[src/rtl/core/acc_pkg.sv]
`default_nettype none

package acc_pkg;

	// protocol constants
	localparam logic [7:0] CLAIM_TIMEOUT_MS     = 8'd250;
	localparam logic [7:0] LAST_DYNAMIC_ADDRESS = 8'd247;
	localparam logic [7:0] NULL_ADDR            = 8'd254;

	// reset values
	localparam logic [7:0] TICK_MS_RESET        = 8'd10;
	localparam logic [7:0] START_ADDRESS_RESET  = 8'd128;
	localparam logic [7:0] NEXT_CANDIDATE_RESET = 8'd127;

	// request codes
	localparam logic [1:0] REQ_TICK    = 2'd0;
	localparam logic [1:0] REQ_CLAIM   = 2'd1;
	localparam logic [1:0] REQ_OWN_SA  = 2'd2;
	localparam logic [1:0] REQ_CONTEND = 2'd3;

	// claim machine modes
	localparam logic [2:0] MODE_INIT         = 3'd0;
	localparam logic [2:0] MODE_WAIT         = 3'd1;
	localparam logic [2:0] MODE_RECLAIM      = 3'd2;
	localparam logic [2:0] MODE_CANNOT       = 3'd3;
	localparam logic [2:0] MODE_CANNOT_DELAY = 3'd4;
	localparam logic [2:0] MODE_NORMAL       = 3'd5;

	// configuration register indexes
	localparam int unsigned CFG_IDX_W = 2;
	localparam logic [CFG_IDX_W-1:0] CFG_OWN_NAME      = 2'd0;
	localparam logic [CFG_IDX_W-1:0] CFG_TICK_MS       = 2'd1;
	localparam logic [CFG_IDX_W-1:0] CFG_START_ADDRESS = 2'd2;

	// divider geometry: (name sum mod 255) * 6 fits in 11 bits
	localparam int unsigned DIVIDEND_W = 11;
	localparam int unsigned DIV_CNT_W  = 4;

	typedef struct packed {
		logic [1:0]  req_type;
		logic [63:0] contender_name;
		logic        bus_off;
		logic        tx_accepted;
	} in_word_t;

	typedef struct packed {
		logic       claim_sent;
		logic [7:0] claim_address;
		logic [7:0] current_address;
		logic [2:0] mode;
		logic       address_claimed;
	} out_word_t;

	typedef struct packed {
		logic load_in;
		logic div_start;
		logic commit;
	} ctrl_cmd_t;

	typedef struct packed {
		logic need_div;
		logic div_done;
		logic out_busy;
	} dp_sts_t;

endpackage

`default_nettype wire

[src/rtl/core/acc_backoff_div.sv]
`default_nettype none

module acc_backoff_div (
	input  wire logic        clk,
	input  wire logic        arst_n,
	input  wire logic        start,
	input  wire logic [63:0] name,
	input  wire logic [7:0]  divisor,
	output logic      [7:0]  quotient,
	output logic             done
);
	import acc_pkg::*;

	logic [DIVIDEND_W-1:0] sum_q;
	logic [DIVIDEND_W-1:0] quot_q;
	logic [7:0]            rem_q;
	logic [DIV_CNT_W-1:0]  cnt_q;
	logic                  prep_q;
	logic                  busy_q;
	logic                  done_q;

	logic [DIVIDEND_W-1:0] byte_sum;
	logic [8:0]            fold;
	logic [7:0]            mod255;
	logic [DIVIDEND_W-1:0] dividend;
	logic [8:0]            rem_sh;
	logic                  q_bit;
	logic [8:0]            rem_sub;

	// sum of the eight name bytes
	always_comb begin
		byte_sum = '0;
		for (int i = 0; i < 8; i++) begin
			byte_sum = byte_sum + {3'b000, name[8*i +: 8]};
		end
	end

	// mod 255 by folding the high bits back in (256 is 1 mod 255), then times 6
	always_comb begin
		fold = {1'b0, sum_q[7:0]} + {6'b000000, sum_q[10:8]};
		if (fold >= 9'd255) begin
			mod255 = 8'(fold - 9'd255);
		end else begin
			mod255 = fold[7:0];
		end
		dividend = {1'b0, mod255, 2'b00} + {2'b00, mod255, 1'b0};
	end

	// one restoring step
	always_comb begin
		rem_sh  = {rem_q, quot_q[DIVIDEND_W-1]};
		q_bit   = (rem_sh >= {1'b0, divisor});
		rem_sub = rem_sh - {1'b0, divisor};
	end

	always_ff @(posedge clk or negedge arst_n) begin
		if (!arst_n) begin
			prep_q <= 1'b0;
			busy_q <= 1'b0;
			done_q <= 1'b0;
			cnt_q  <= '0;
		end else if (start) begin
			prep_q <= 1'b1;
			busy_q <= 1'b0;
			done_q <= 1'b0;
		end else if (prep_q) begin
			prep_q <= 1'b0;
			busy_q <= 1'b1;
			cnt_q  <= DIV_CNT_W'(DIVIDEND_W - 1);
		end else if (busy_q) begin
			if (cnt_q == '0) begin
				busy_q <= 1'b0;
				done_q <= 1'b1;
			end else begin
				cnt_q <= cnt_q - DIV_CNT_W'(1);
			end
		end
	end

	always_ff @(posedge clk) begin
		if (start) begin
			sum_q <= byte_sum;
		end else if (prep_q) begin
			rem_q  <= '0;
			quot_q <= dividend;
		end else if (busy_q) begin
			rem_q  <= q_bit ? rem_sub[7:0] : rem_sh[7:0];
			quot_q <= {quot_q[DIVIDEND_W-2:0], q_bit};
		end
	end

	// zero divisor saturates to all ones
	assign quotient = (divisor == 8'd0) ? 8'hFF : quot_q[7:0];
	assign done     = done_q;

endmodule

`default_nettype wire

[src/rtl/core/acc_datapath.sv]
`default_nettype none

module acc_datapath (
	input  wire logic                          clk,
	input  wire logic                          arst_n,
	input  wire acc_pkg::ctrl_cmd_t            cmd,
	output acc_pkg::dp_sts_t                   sts,
	input  wire acc_pkg::in_word_t             in_data,
	input  wire logic                          cfg_we,
	input  wire logic [acc_pkg::CFG_IDX_W-1:0] cfg_index,
	input  wire logic [63:0]                   cfg_data,
	output logic                               out_valid,
	input  wire logic                          out_ready,
	output acc_pkg::out_word_t                 out_data
);
	import acc_pkg::*;

	// configuration
	logic [63:0] own_name_q;
	logic [7:0]  tick_q;

	// claim machine state
	logic [2:0]  ms_q;
	logic [7:0]  held_q;
	logic [7:0]  nc_q;
	logic [7:0]  timer_q;
	logic [7:0]  backoff_q;
	logic        claimed_q;
	logic        req_q;
	logic        own_q;
	logic        cont_q;
	logic [63:0] rival_q;

	in_word_t    item_q;
	out_word_t   out_q;
	logic        out_valid_q;

	logic [7:0]  bo;
	logic        div_done;

	logic [2:0]  ms_d;
	logic [7:0]  held_d;
	logic [7:0]  nc_d;
	logic [7:0]  timer_d;
	logic [7:0]  backoff_d;
	logic        claimed_d;
	logic        req_d;
	logic        own_d;
	logic        cont_d;
	logic        sent;
	logic [7:0]  sent_addr;
	logic        do_resolve;
	logic        loss;
	logic [7:0]  cand;
	logic        delay_ok;

	acc_backoff_div u_div (
		.clk      (clk),
		.arst_n   (arst_n),
		.start    (cmd.div_start),
		.name     (own_name_q),
		.divisor  (tick_q),
		.quotient (bo),
		.done     (div_done)
	);

	always_comb begin
		loss     = (rival_q <= own_name_q);
		cand     = nc_q + 8'd1;
		if (cand > LAST_DYNAMIC_ADDRESS) begin
			cand = NULL_ADDR;
		end
		delay_ok = (backoff_q < tick_q);
	end

	always_comb begin
		ms_d       = ms_q;
		held_d     = held_q;
		nc_d       = nc_q;
		timer_d    = timer_q;
		backoff_d  = backoff_q;
		claimed_d  = claimed_q;
		req_d      = req_q;
		own_d      = own_q;
		cont_d     = cont_q;
		sent       = 1'b0;
		sent_addr  = 8'd0;
		do_resolve = 1'b0;
		case (item_q.req_type)
			REQ_CLAIM: begin
				req_d = 1'b1;
			end
			REQ_OWN_SA: begin
				own_d = 1'b1;
			end
			REQ_CONTEND: begin
				cont_d = 1'b1;
			end
			default: begin
				case (ms_q)
					MODE_WAIT: begin
						if (item_q.bus_off) begin
							timer_d   = tick_q;
							backoff_d = bo;
							ms_d      = MODE_RECLAIM;
						end else if (cont_q) begin
							timer_d    = tick_q;
							do_resolve = 1'b1;
						end else if (timer_q == CLAIM_TIMEOUT_MS) begin
							timer_d   = tick_q;
							claimed_d = 1'b1;
							ms_d      = MODE_NORMAL;
						end else begin
							timer_d = timer_q + tick_q;
						end
					end
					MODE_RECLAIM, MODE_CANNOT_DELAY: begin
						if (delay_ok) begin
							if (item_q.tx_accepted) begin
								sent      = 1'b1;
								sent_addr = held_q;
								ms_d      = (ms_q == MODE_RECLAIM) ? MODE_WAIT : MODE_CANNOT;
							end
						end else begin
							backoff_d = backoff_q - tick_q;
						end
					end
					MODE_CANNOT: begin
						if (req_q) begin
							backoff_d = bo;
							req_d     = 1'b0;
							ms_d      = MODE_CANNOT_DELAY;
						end
					end
					MODE_NORMAL: begin
						if (req_q || own_q) begin
							if (item_q.tx_accepted) begin
								sent      = 1'b1;
								sent_addr = held_q;
								req_d     = 1'b0;
								own_d     = 1'b0;
							end
						end else if (cont_q) begin
							do_resolve = 1'b1;
						end
					end
					default: begin
						// init, and the unused codes
						if (item_q.tx_accepted) begin
							sent      = 1'b1;
							sent_addr = held_q;
							ms_d      = MODE_WAIT;
						end
					end
				endcase
			end
		endcase

		// contention: a lost arbitration moves on to the next address first
		if (do_resolve) begin
			if (loss) begin
				nc_d   = cand;
				held_d = cand;
				if (cand == NULL_ADDR) begin
					ms_d = MODE_CANNOT;
				end
			end
			if (item_q.tx_accepted) begin
				sent      = 1'b1;
				sent_addr = loss ? cand : held_q;
				cont_d    = 1'b0;
			end
		end
	end

	always_ff @(posedge clk or negedge arst_n) begin
		if (!arst_n) begin
			own_name_q   <= '0;
			tick_q       <= TICK_MS_RESET;
			ms_q         <= MODE_INIT;
			held_q       <= START_ADDRESS_RESET;
			nc_q         <= NEXT_CANDIDATE_RESET;
			timer_q      <= TICK_MS_RESET;
			backoff_q    <= '0;
			claimed_q    <= 1'b0;
			req_q        <= 1'b0;
			own_q        <= 1'b0;
			cont_q       <= 1'b0;
			out_valid_q  <= 1'b0;
		end else begin
			if (cfg_we) begin
				case (cfg_index)
					CFG_OWN_NAME: begin
						own_name_q <= cfg_data;
					end
					CFG_TICK_MS: begin
						tick_q <= cfg_data[7:0];
						if (ms_q == MODE_INIT) begin
							timer_q <= cfg_data[7:0];
						end
					end
					// start address only matters as a reload of the held address in init
					CFG_START_ADDRESS: begin
						if (ms_q == MODE_INIT) begin
							held_q <= cfg_data[7:0];
						end
					end
					default: begin
					end
				endcase
			end
			if (cmd.commit) begin
				ms_q        <= ms_d;
				held_q      <= held_d;
				nc_q        <= nc_d;
				timer_q     <= timer_d;
				backoff_q   <= backoff_d;
				claimed_q   <= claimed_d;
				req_q       <= req_d;
				own_q       <= own_d;
				cont_q      <= cont_d;
				out_valid_q <= 1'b1;
			end else if (out_ready) begin
				out_valid_q <= 1'b0;
			end
		end
	end

	always_ff @(posedge clk) begin
		if (cmd.load_in) begin
			item_q <= in_data;
		end
		if (cmd.commit && (item_q.req_type == REQ_CONTEND)) begin
			rival_q <= item_q.contender_name;
		end
		if (cmd.commit) begin
			out_q.claim_sent      <= sent;
			out_q.claim_address   <= sent_addr;
			out_q.current_address <= held_d;
			out_q.mode            <= ms_d;
			out_q.address_claimed <= claimed_d;
		end
	end

	assign sts.need_div = (item_q.req_type == REQ_TICK)
		&& (((ms_q == MODE_WAIT) && item_q.bus_off) || ((ms_q == MODE_CANNOT) && req_q));
	assign sts.div_done = div_done;
	assign sts.out_busy = out_valid_q && !out_ready;

	assign out_valid = out_valid_q;
	assign out_data  = out_q;

endmodule

`default_nettype wire

[src/rtl/core/acc_ctrl.sv]
`default_nettype none

module acc_ctrl (
	input  wire logic              clk,
	input  wire logic              arst_n,
	input  wire logic              in_valid,
	output logic                   in_ready,
	input  wire acc_pkg::dp_sts_t  sts,
	output acc_pkg::ctrl_cmd_t     cmd
);
	import acc_pkg::*;

	typedef enum logic [1:0] {
		ST_IDLE,
		ST_DECODE,
		ST_DIV,
		ST_COMMIT
	} state_t;

	state_t state_q;
	logic   in_ready_q;

	always_ff @(posedge clk or negedge arst_n) begin
		if (!arst_n) begin
			state_q    <= ST_IDLE;
			in_ready_q <= 1'b1;
		end else begin
			case (state_q)
				ST_IDLE: begin
					if (in_valid && in_ready_q) begin
						state_q    <= ST_DECODE;
						in_ready_q <= 1'b0;
					end
				end
				ST_DECODE: begin
					state_q <= sts.need_div ? ST_DIV : ST_COMMIT;
				end
				ST_DIV: begin
					if (sts.div_done) begin
						state_q <= ST_COMMIT;
					end
				end
				ST_COMMIT: begin
					if (!sts.out_busy) begin
						state_q    <= ST_IDLE;
						in_ready_q <= 1'b1;
					end
				end
				default: begin
					state_q    <= ST_IDLE;
					in_ready_q <= 1'b1;
				end
			endcase
		end
	end

	assign in_ready      = in_ready_q;
	assign cmd.load_in   = in_valid && in_ready_q;
	assign cmd.div_start = (state_q == ST_DECODE) && sts.need_div;
	assign cmd.commit    = (state_q == ST_COMMIT) && !sts.out_busy;

endmodule

`default_nettype wire

[src/rtl/core/address_claim_controller_top.sv]
// a result word is registered after the sequencer's decode and commit states; a tick that starts a
//   backoff first waits on the bit-serial divider (prep, 11 quotient bits, done check)
// the input is not ready for a new word until the last one is committed, and the
//   sequencer holds in commit while a result waits on out_ready
// reset: arst_n clears all control state at once; config registers go to their
//   defaults and the claim machine to init, with no clearing pass
`default_nettype none

module address_claim_controller_top (
	input  wire logic                          clk,
	input  wire logic                          arst_n,
	// input word channel
	input  wire logic                          in_valid,
	output logic                               in_ready,
	input  wire acc_pkg::in_word_t             in_data,
	// result word channel
	output logic                               out_valid,
	input  wire logic                          out_ready,
	output acc_pkg::out_word_t                 out_data,
	// configuration write port
	input  wire logic                          cfg_we,
	input  wire logic [acc_pkg::CFG_IDX_W-1:0] cfg_index,
	input  wire logic [63:0]                   cfg_data
);
	import acc_pkg::*;

	// command and status between sequencer and datapath
	ctrl_cmd_t cmd;
	dp_sts_t   sts;

	// sequencer: accept, decode, optional divide, then commit when the
	// output register is free; one word can wait in commit behind an unread result
	acc_ctrl u_ctrl (
		.clk      (clk),
		.arst_n   (arst_n),
		.in_valid (in_valid),
		.in_ready (in_ready),
		.sts      (sts),
		.cmd      (cmd)
	);

	// datapath: config registers, claim machine state, backoff divider and
	// the output register
	acc_datapath u_dp (
		.clk       (clk),
		.arst_n    (arst_n),
		.cmd       (cmd),
		.sts       (sts),
		.in_data   (in_data),
		.cfg_we    (cfg_we),
		.cfg_index (cfg_index),
		.cfg_data  (cfg_data),
		.out_valid (out_valid),
		.out_ready (out_ready),
		.out_data  (out_data)
	);

endmodule

`default_nettype wire

[config.mk]
export PLATFORM = sky130hd
export DESIGN_NAME = address_claim_controller_top
export DESIGN_NICKNAME = d
export VERILOG_FILES = /design/src/rtl/core/acc_pkg.sv /design/src/rtl/core/acc_backoff_div.sv /design/src/rtl/core/acc_datapath.sv /design/src/rtl/core/acc_ctrl.sv /design/src/rtl/core/address_claim_controller_top.sv
export SDC_FILE = /design/constraint.sdc
export NUM_CORES = 1
export LEC_CHECK = 0
export BUFFER_PORTS_ARGS = -buffer_cell sky130_fd_sc_hd__buf_2
export CORE_MARGIN = 5
export CORE_UTILIZATION = 54
export CTS_CLUSTER_DIAMETER = 150
export DETAILED_ROUTE_END_ITERATION = 8
export HOLD_SLACK_MARGIN = 0.08
export MAX_ROUTING_LAYER = met4
export PLACE_DENSITY = 0.77
export SYNTH_ARGS = -nofsm -noshare
export SYNTH_HDL_FRONTEND = slang
export SYNTH_SLANG_ARGS = --single-unit
export TNS_END_PERCENT = 5
[constraint.sdc]
create_clock -name clk -period 4.4 [get_ports clk]
set_input_delay 0.22 -clock clk [delete_from_list [all_inputs] [get_ports clk]]
set_output_delay 0.22 -clock clk [all_outputs]
set_load 0.05 [all_outputs]
### After elaboration in Yosys (flattened, before gate mapping)

Cells that the tools add are included.

| word-level totals | value |
|---|---|
| bits in registers | 305 |
| bits of input ports | 139 |
| output and inout bits | 23 |
| word-level logic and storage cells | 225 |

| operators by class | value |
|---|---|
| add/subtract/negate cells | 15 |
| $lt $le $gt $ge | 5 |
| equal/unequal tests | 27 |
| mux-type cells | 93 |
| bitwise operators | 4 |
| reduce and logical (&&, ||, !) cells | 50 |

Operator list:

| kind | number |
|---|---|
| $mux 8 | 28 |
| $le 64x64->1 | 1 |
| $pmux 8 s3 | 2 |
| $add 11x8->11 | 4 |
| $mux 1 | 35 |
| $mux 3 | 11 |
| $reduce_bool 2->1 | 12 |
| $mux 11 | 2 |
| $reduce_and 3->1 | 6 |
| $eq 8x8->1 const B | 2 |
| $sub 8x8->8 | 2 |
| $reduce_and 5->1 | 3 |
| $ne 2x2->1 const B | 7 |
| $mux 4 | 3 |
| $pmux 3 s4 | 1 |
| $add 10x8->11 | 1 |
| $add 10x9->11 | 1 |
| $add 9x8->10 | 1 |
| $eq 2x2->1 const B | 5 |
| $pmux 1 s2 | 5 |
| $add 8x3->9 | 1 |
| $add 8x8->9 | 1 |
| $ge 9x8->1 | 1 |
| $ge 9x8->1 const B | 1 |
| 28 further kinds | 58 |

### Depth between registers and ports, before layout

| logic depth | value |
|---|---|
| depth in word-level cells | 9 |
| gate-level depth with buffers | 18 |
| gate-level depth less buffers | 18 |

### Modules after synthesis

Synthesis repeated with hierarchy kept, for this count alone.

| second synthesis, totals | value |
|---|---|
| cells, all modules | 1438 |
| area, all modules | 16392.0 um^2 |

Modules (own cells, without submodules):

| module | times used | cells an instance | area each (um^2) | sequential area each (um^2) |
|---|---|---|---|---|
| acc_datapath | 1 | 983 | 11900.2 | 7412.1 |
| acc_backoff_div | 1 | 428 | 4214.0 | 1076.0 |
| acc_ctrl | 1 | 27 | 277.8 | 76.3 |

### Least setup slack after synthesis

No wires, ideal clock.

| timing path | value |
|---|---|
| kind | reg-to-reg |
| start | reg u_dp.own_name_q[2] |
| end | reg u_dp.u_div.sum_q[10] (data pin) |
| library setup time | 0.257 ns |
| arrival time | 4.015 ns |
| data required time | 4.143 ns |
| path slack | 0.128 ns |
| cell stages (with the launch flop) | 19 |
| path buffers | 0 |
| period minus slack after synthesis | 4.272 ns |
| cell sequence | dfrtp_1 -> inv_1 -> fa_1 -> inv_1 -> fa_1 -> fa_1 -> inv_1 -> fa_1 -> inv_1 -> ha_1 -> fa_1 -> a21oi_1 -> nor2_1 -> nor2_1 -> o21bai_1 -> a21oi_1 -> nor2b_1 -> o21ai_0 -> nand2b_1 |

| between the ends | value |
|---|---|
| longest elaborated chain between the ends | 7 |

Ends and longest elaborated chain:

| element | line | source |
|---|---|---|
| start, declared | acc_datapath.sv:19 | `logic [63:0] own_name_q;` |
| start signal, assigned | acc_datapath.sv:194 | `own_name_q <= cfg_data;` |
| $add 8x8->9 | acc_backoff_div.sv:34 | `byte_sum = byte_sum + {3'b000, name[8*i +: 8]};` |
| $add 9x8->10 | acc_backoff_div.sv:34 |  |
| $add 10x8->11 | acc_backoff_div.sv:34 |  |
| $add 11x8->11 (4 in series) | acc_backoff_div.sv:34 |  |
| named net u_dp.u_div.byte_sum[10] | acc_backoff_div.sv:22 | `logic [DIVIDEND_W-1:0] byte_sum;` |
| end signal, assigned | acc_backoff_div.sv:82 | `sum_q <= byte_sum;` |
| end, declared | acc_backoff_div.sv:14 | `logic [DIVIDEND_W-1:0] sum_q;` |

The timed path passes the listed nets, and every way through them passes these cells.
A chain may end at the register's enable or synchronous reset.

### Worst setup path in the final report

| timing path | value |
|---|---|
| start | reg u_dp.own_name_q[20] |
| end | reg u_dp.u_div.sum_q[10] (data pin) |

| between the ends | value |
|---|---|
| longest elaborated chain between the ends | 6 |

Ends and longest elaborated chain:

| element | line |
|---|---|
| $add 9x8->10 | acc_backoff_div.sv:34 |
| $add 10x8->11 | acc_backoff_div.sv:34 |
| $add 11x8->11 (4 in series) | acc_backoff_div.sv:34 |
| named net u_dp.u_div.byte_sum[10] | acc_backoff_div.sv:22 |

The timed path passes the listed nets, and every way through them passes these cells.

==> metrics.csv <==
metric,value,unit
status,completed,
Gate Count Post-Synth,1417,
setup_tns,0,ns
initial antenna violation count,1,
combinational family with the most area after synthesis,adder cells,
CP bufs+invs,4,
adder-cell share of the synthesized area,15.4,%
leakage,8.61,nW
"Seq/Total Area, Yosys",52.7,%
Finish-stage setup viols,0,
post-DP HPWL,27600,µm
initial core utilization,54.8,%
row cnt,63,
Post-synth top flop,edfxtp_1,
final wirelength,42300,µm
Int Power,0.00734,W
core box area,29600,µm²
layout net count,2029,
Netlist Area Pre-Place,16200,µm²
die area,33600,µm²
ys async rst share,40.0,%
Netlist cell types,82,
VDD IR-drop max,602,µV
Die Span Y,183,µm
CTS tree,built,
ANT nets after route,0,
CP arrival,4.52,ns
Via Count,12100,
Psw,0.00350,W
vias per cell,5.66,
flop-to-flop setup slack,0.14,ns
post-synth top area share,33.8,%
most frequent cells in the layout,"edfxtp_1, inv_1, buf_2",
CP Capture Type,flip-flop,
Worst path top cell family by delay,adder cells,
WHS,0.298,ns
Port Buffer Count,161,
final core utilization,67.9,%
clk_skew,0.0241,ns
CTS root buf,clkbuf_16,
clock buffer depth,3,
register share of total power,32.6,%
Critical Path Stages,17,
final hold viol count,0,
type of the worst setup path,flip-flop to flip-flop,
Placer Congestion,0.961,
clk sink count,305,
post-synthesis compound-gate area fraction,12.6,%
"Clk Latency, worst-skew pair",0.53,ns
CTS H-tree lvls,2,
# IOs,162,
Avg Inst Size Synth,11.5,µm²
largest net degree at the start of global routing,80,
crit path cell chain,inv_1 -> fa_1 -> fa_1 -> inv_1 -> fa_1 -> inv_1 -> fa_1 -> inv_1 -> ha_1 -> a21oi_2 -> nor2_1 -> nor2_1 -> o21bai_1 -> a21oi_2 -> nor2b_1 -> o21ai_1 -> nand2b_1,
xor/xnor share of the synthesized area,2.76,%
CTS Buf Count,34,
total congestion overflow,0,
gr usage total,26.1,%
slowest CP cell,fa_1,
share of layout cells above drive strength 1,17.6,%
switch share,32.3,%
drt first pass iters,6,
WP data required,4.67,ns
Critical Path Max Stage Delay,0.56,ns
worst reg2reg path depth,17,
dpl ws,-0.0146,ns
PD cells,538,nW/µm²
synthesis-stage register bit count,305,
Die Wd,183,µm
drt drc,0,
synth top area cells,"edfxtp_1, dfrtp_1, ha_1",
overall power,0.0108,W
crit path time final,4.26,ns
largest fanout on the critical path,3,
clock share of power,29.6,%
synth warn,0,
area delta synth->final,24.0,%
Final WS setup,0.145,ns
DRT iter0 DRCs,1052,
maximum capacitance violations,0,
Final Cycle Share,96.7,%
syn nets,1725,
Clock transition at path regs,0.06,ns
largest area contributor in the netlist,edfxtp_1,
CP Launch Type,flip-flop,
worst slew pin tran,1.04,ns
post-synthesis mux area share,1.59,%
Hold Path Class,input pin to async pin,
simple-gate share of the synthesized area,9.98,%
Slew headroom,30.3,%
drt wl/cell,19.8,µm
Post-synth EDFFs,183,
first-pass GRT wire length,67400,µm
fmax,235,MHz
RSZ-0062 raised after global routing,true,
combinational share of power,37.8,%
Slew Limit Fails,0,
vias in the first global route,12600,
"most common cell after layout, fill and taps aside",edfxtp_1,
-- per-stage QoR --
step	area, µm²	cells
global route	20100	2138
CTS	20100	2136
finish	20100	2138
global placement	17500	1939
floorplan	16200	1417
detailed placement	17500	1939
-- power by group through the flow --
stage	Clock, W	Combinational [W]	Sequential [W]
floorplan	0	0.00276	0.00354
finish	0.00320	0.00410	0.00354
detailed placement	0	0.00369	0.00359
global route	0.00336	0.00471	0.00355
CTS	0.00321	0.00389	0.00353
global placement	0	0.00354	0.00358
-- final timing paths --
path,endpoint,from
setup reg to reg,u_dp.u_div.sum_q[10],u_dp.own_name_q[20]
setup / recovery,u_dp.u_div.sum_q[10],u_dp.own_name_q[20]
hold reg to reg,u_dp.rival_q[54],u_dp.item_q[56]
max in group asynchronous,u_dp.own_name_q[48],arst_n
hold / removal,u_dp.out_valid,arst_n
min in group clk,u_dp.own_name_q[13],cfg_index[0]
-- Yosys cell counts, types with 4 or more instances --
cell type / number
buf_2: 7
a21oi_1: 50
buf_1: 6
nor4_1: 6
edfxtp_1: 183
nand4_1: 21
nor2_1: 68
or3_1: 5
o211ai_1: 11
a21boi_0: 5
ha_1: 118
nand2b_1: 15
nor2b_1: 19
nor3_1: 19
dfrtp_1: 109
dfstp_2: 13
or2_2: 8
fa_1: 51
a22o_1: 6
a211o_1: 4
o2bb2ai_1: 5
nand2_1: 135
nand3_1: 22
inv_1: 167
o22ai_1: 8
xnor2_1: 32
mux2_2: 19
o31ai_1: 6
a221oi_1: 8
and3_1: 5
o21ai_0: 125
o21bai_1: 9
xor2_1: 16
a211oi_1: 9
clkbuf_1: 29
a31oi_1: 9
a21o_1: 23
-- registers in the layout, indices dropped and copies added, names as in the netlist, 2 cells and up --
name / flops
u_dp.held_q: 8
u_dp.timer_q: 8
u_dp.own_name_q: 64
u_dp.backoff_q: 8
u_dp.u_div.rem_q: 8
u_dp.out_data: 21
u_dp.tick_q: 8
u_dp.rival_q: 64
u_dp.nc_q: 8
u_dp.u_div.cnt_q: 4
u_ctrl.state_q: 2
u_dp.ms_q: 3
u_dp.u_div.quot_q: 11
u_dp.item_q: 68
u_dp.u_div.sum_q: 11
-- worst register-to-register path, cell delays in order, from the launching register on --
cell and delay [ns]:
dfrtp_1 0.36, inv_1 0.14, fa_1 0.51, fa_1 0.56
inv_1 0.05, fa_1 0.53, inv_1 0.06, fa_1 0.53
inv_1 0.04, ha_1 0.35, a21oi_2 0.15, nor2_1 0.05
nor2_1 0.14, o21bai_1 0.11, a21oi_2 0.17, nor2b_1 0.06
o21ai_1 0.13, nand2b_1 0.06
-- logic make-up after synthesis --
family          Yosys count
compound gates          317
xor+xnor                 49
fa+ha+maj               169
buf+inv                 211
flops                   305
mux                      23
simple gates            343
-- per-layer routing --
metal  vias to the layer above  wire length (µm)  global-route usage, %  share of wire (%)
li1                       5619                 -                      -                  -
met1                      5921             16600                   32.4                 39
met2                       476             21700                   44.7                 51
met3                        87              2580                   3.44                6.1
met4                         0              1420                   8.46                3.4
met5                         -                 0                      -                  0
-- what timing repair did --
item                                   4_1_cts  5_1_grt
endpoints found under the hold margin      196        0
pin swaps                                    1       15
buffers inserted                             0        1
hold buffers                               135        0
cloned                                       0        0
setup endpoints to repair                    2        6
resized for setup                            2       12
-- final cells by class --
class	count	area, µm²
inverter	168	631
clock buffer	39	901
timing repair buffer	311	2280
clock inverter	23	358
multi-input combinational	901	6900
sequential	305	8560
fill	2048	9510
tap	390	488
antenna	1	2.50
(Power assumes the default switching activity.)
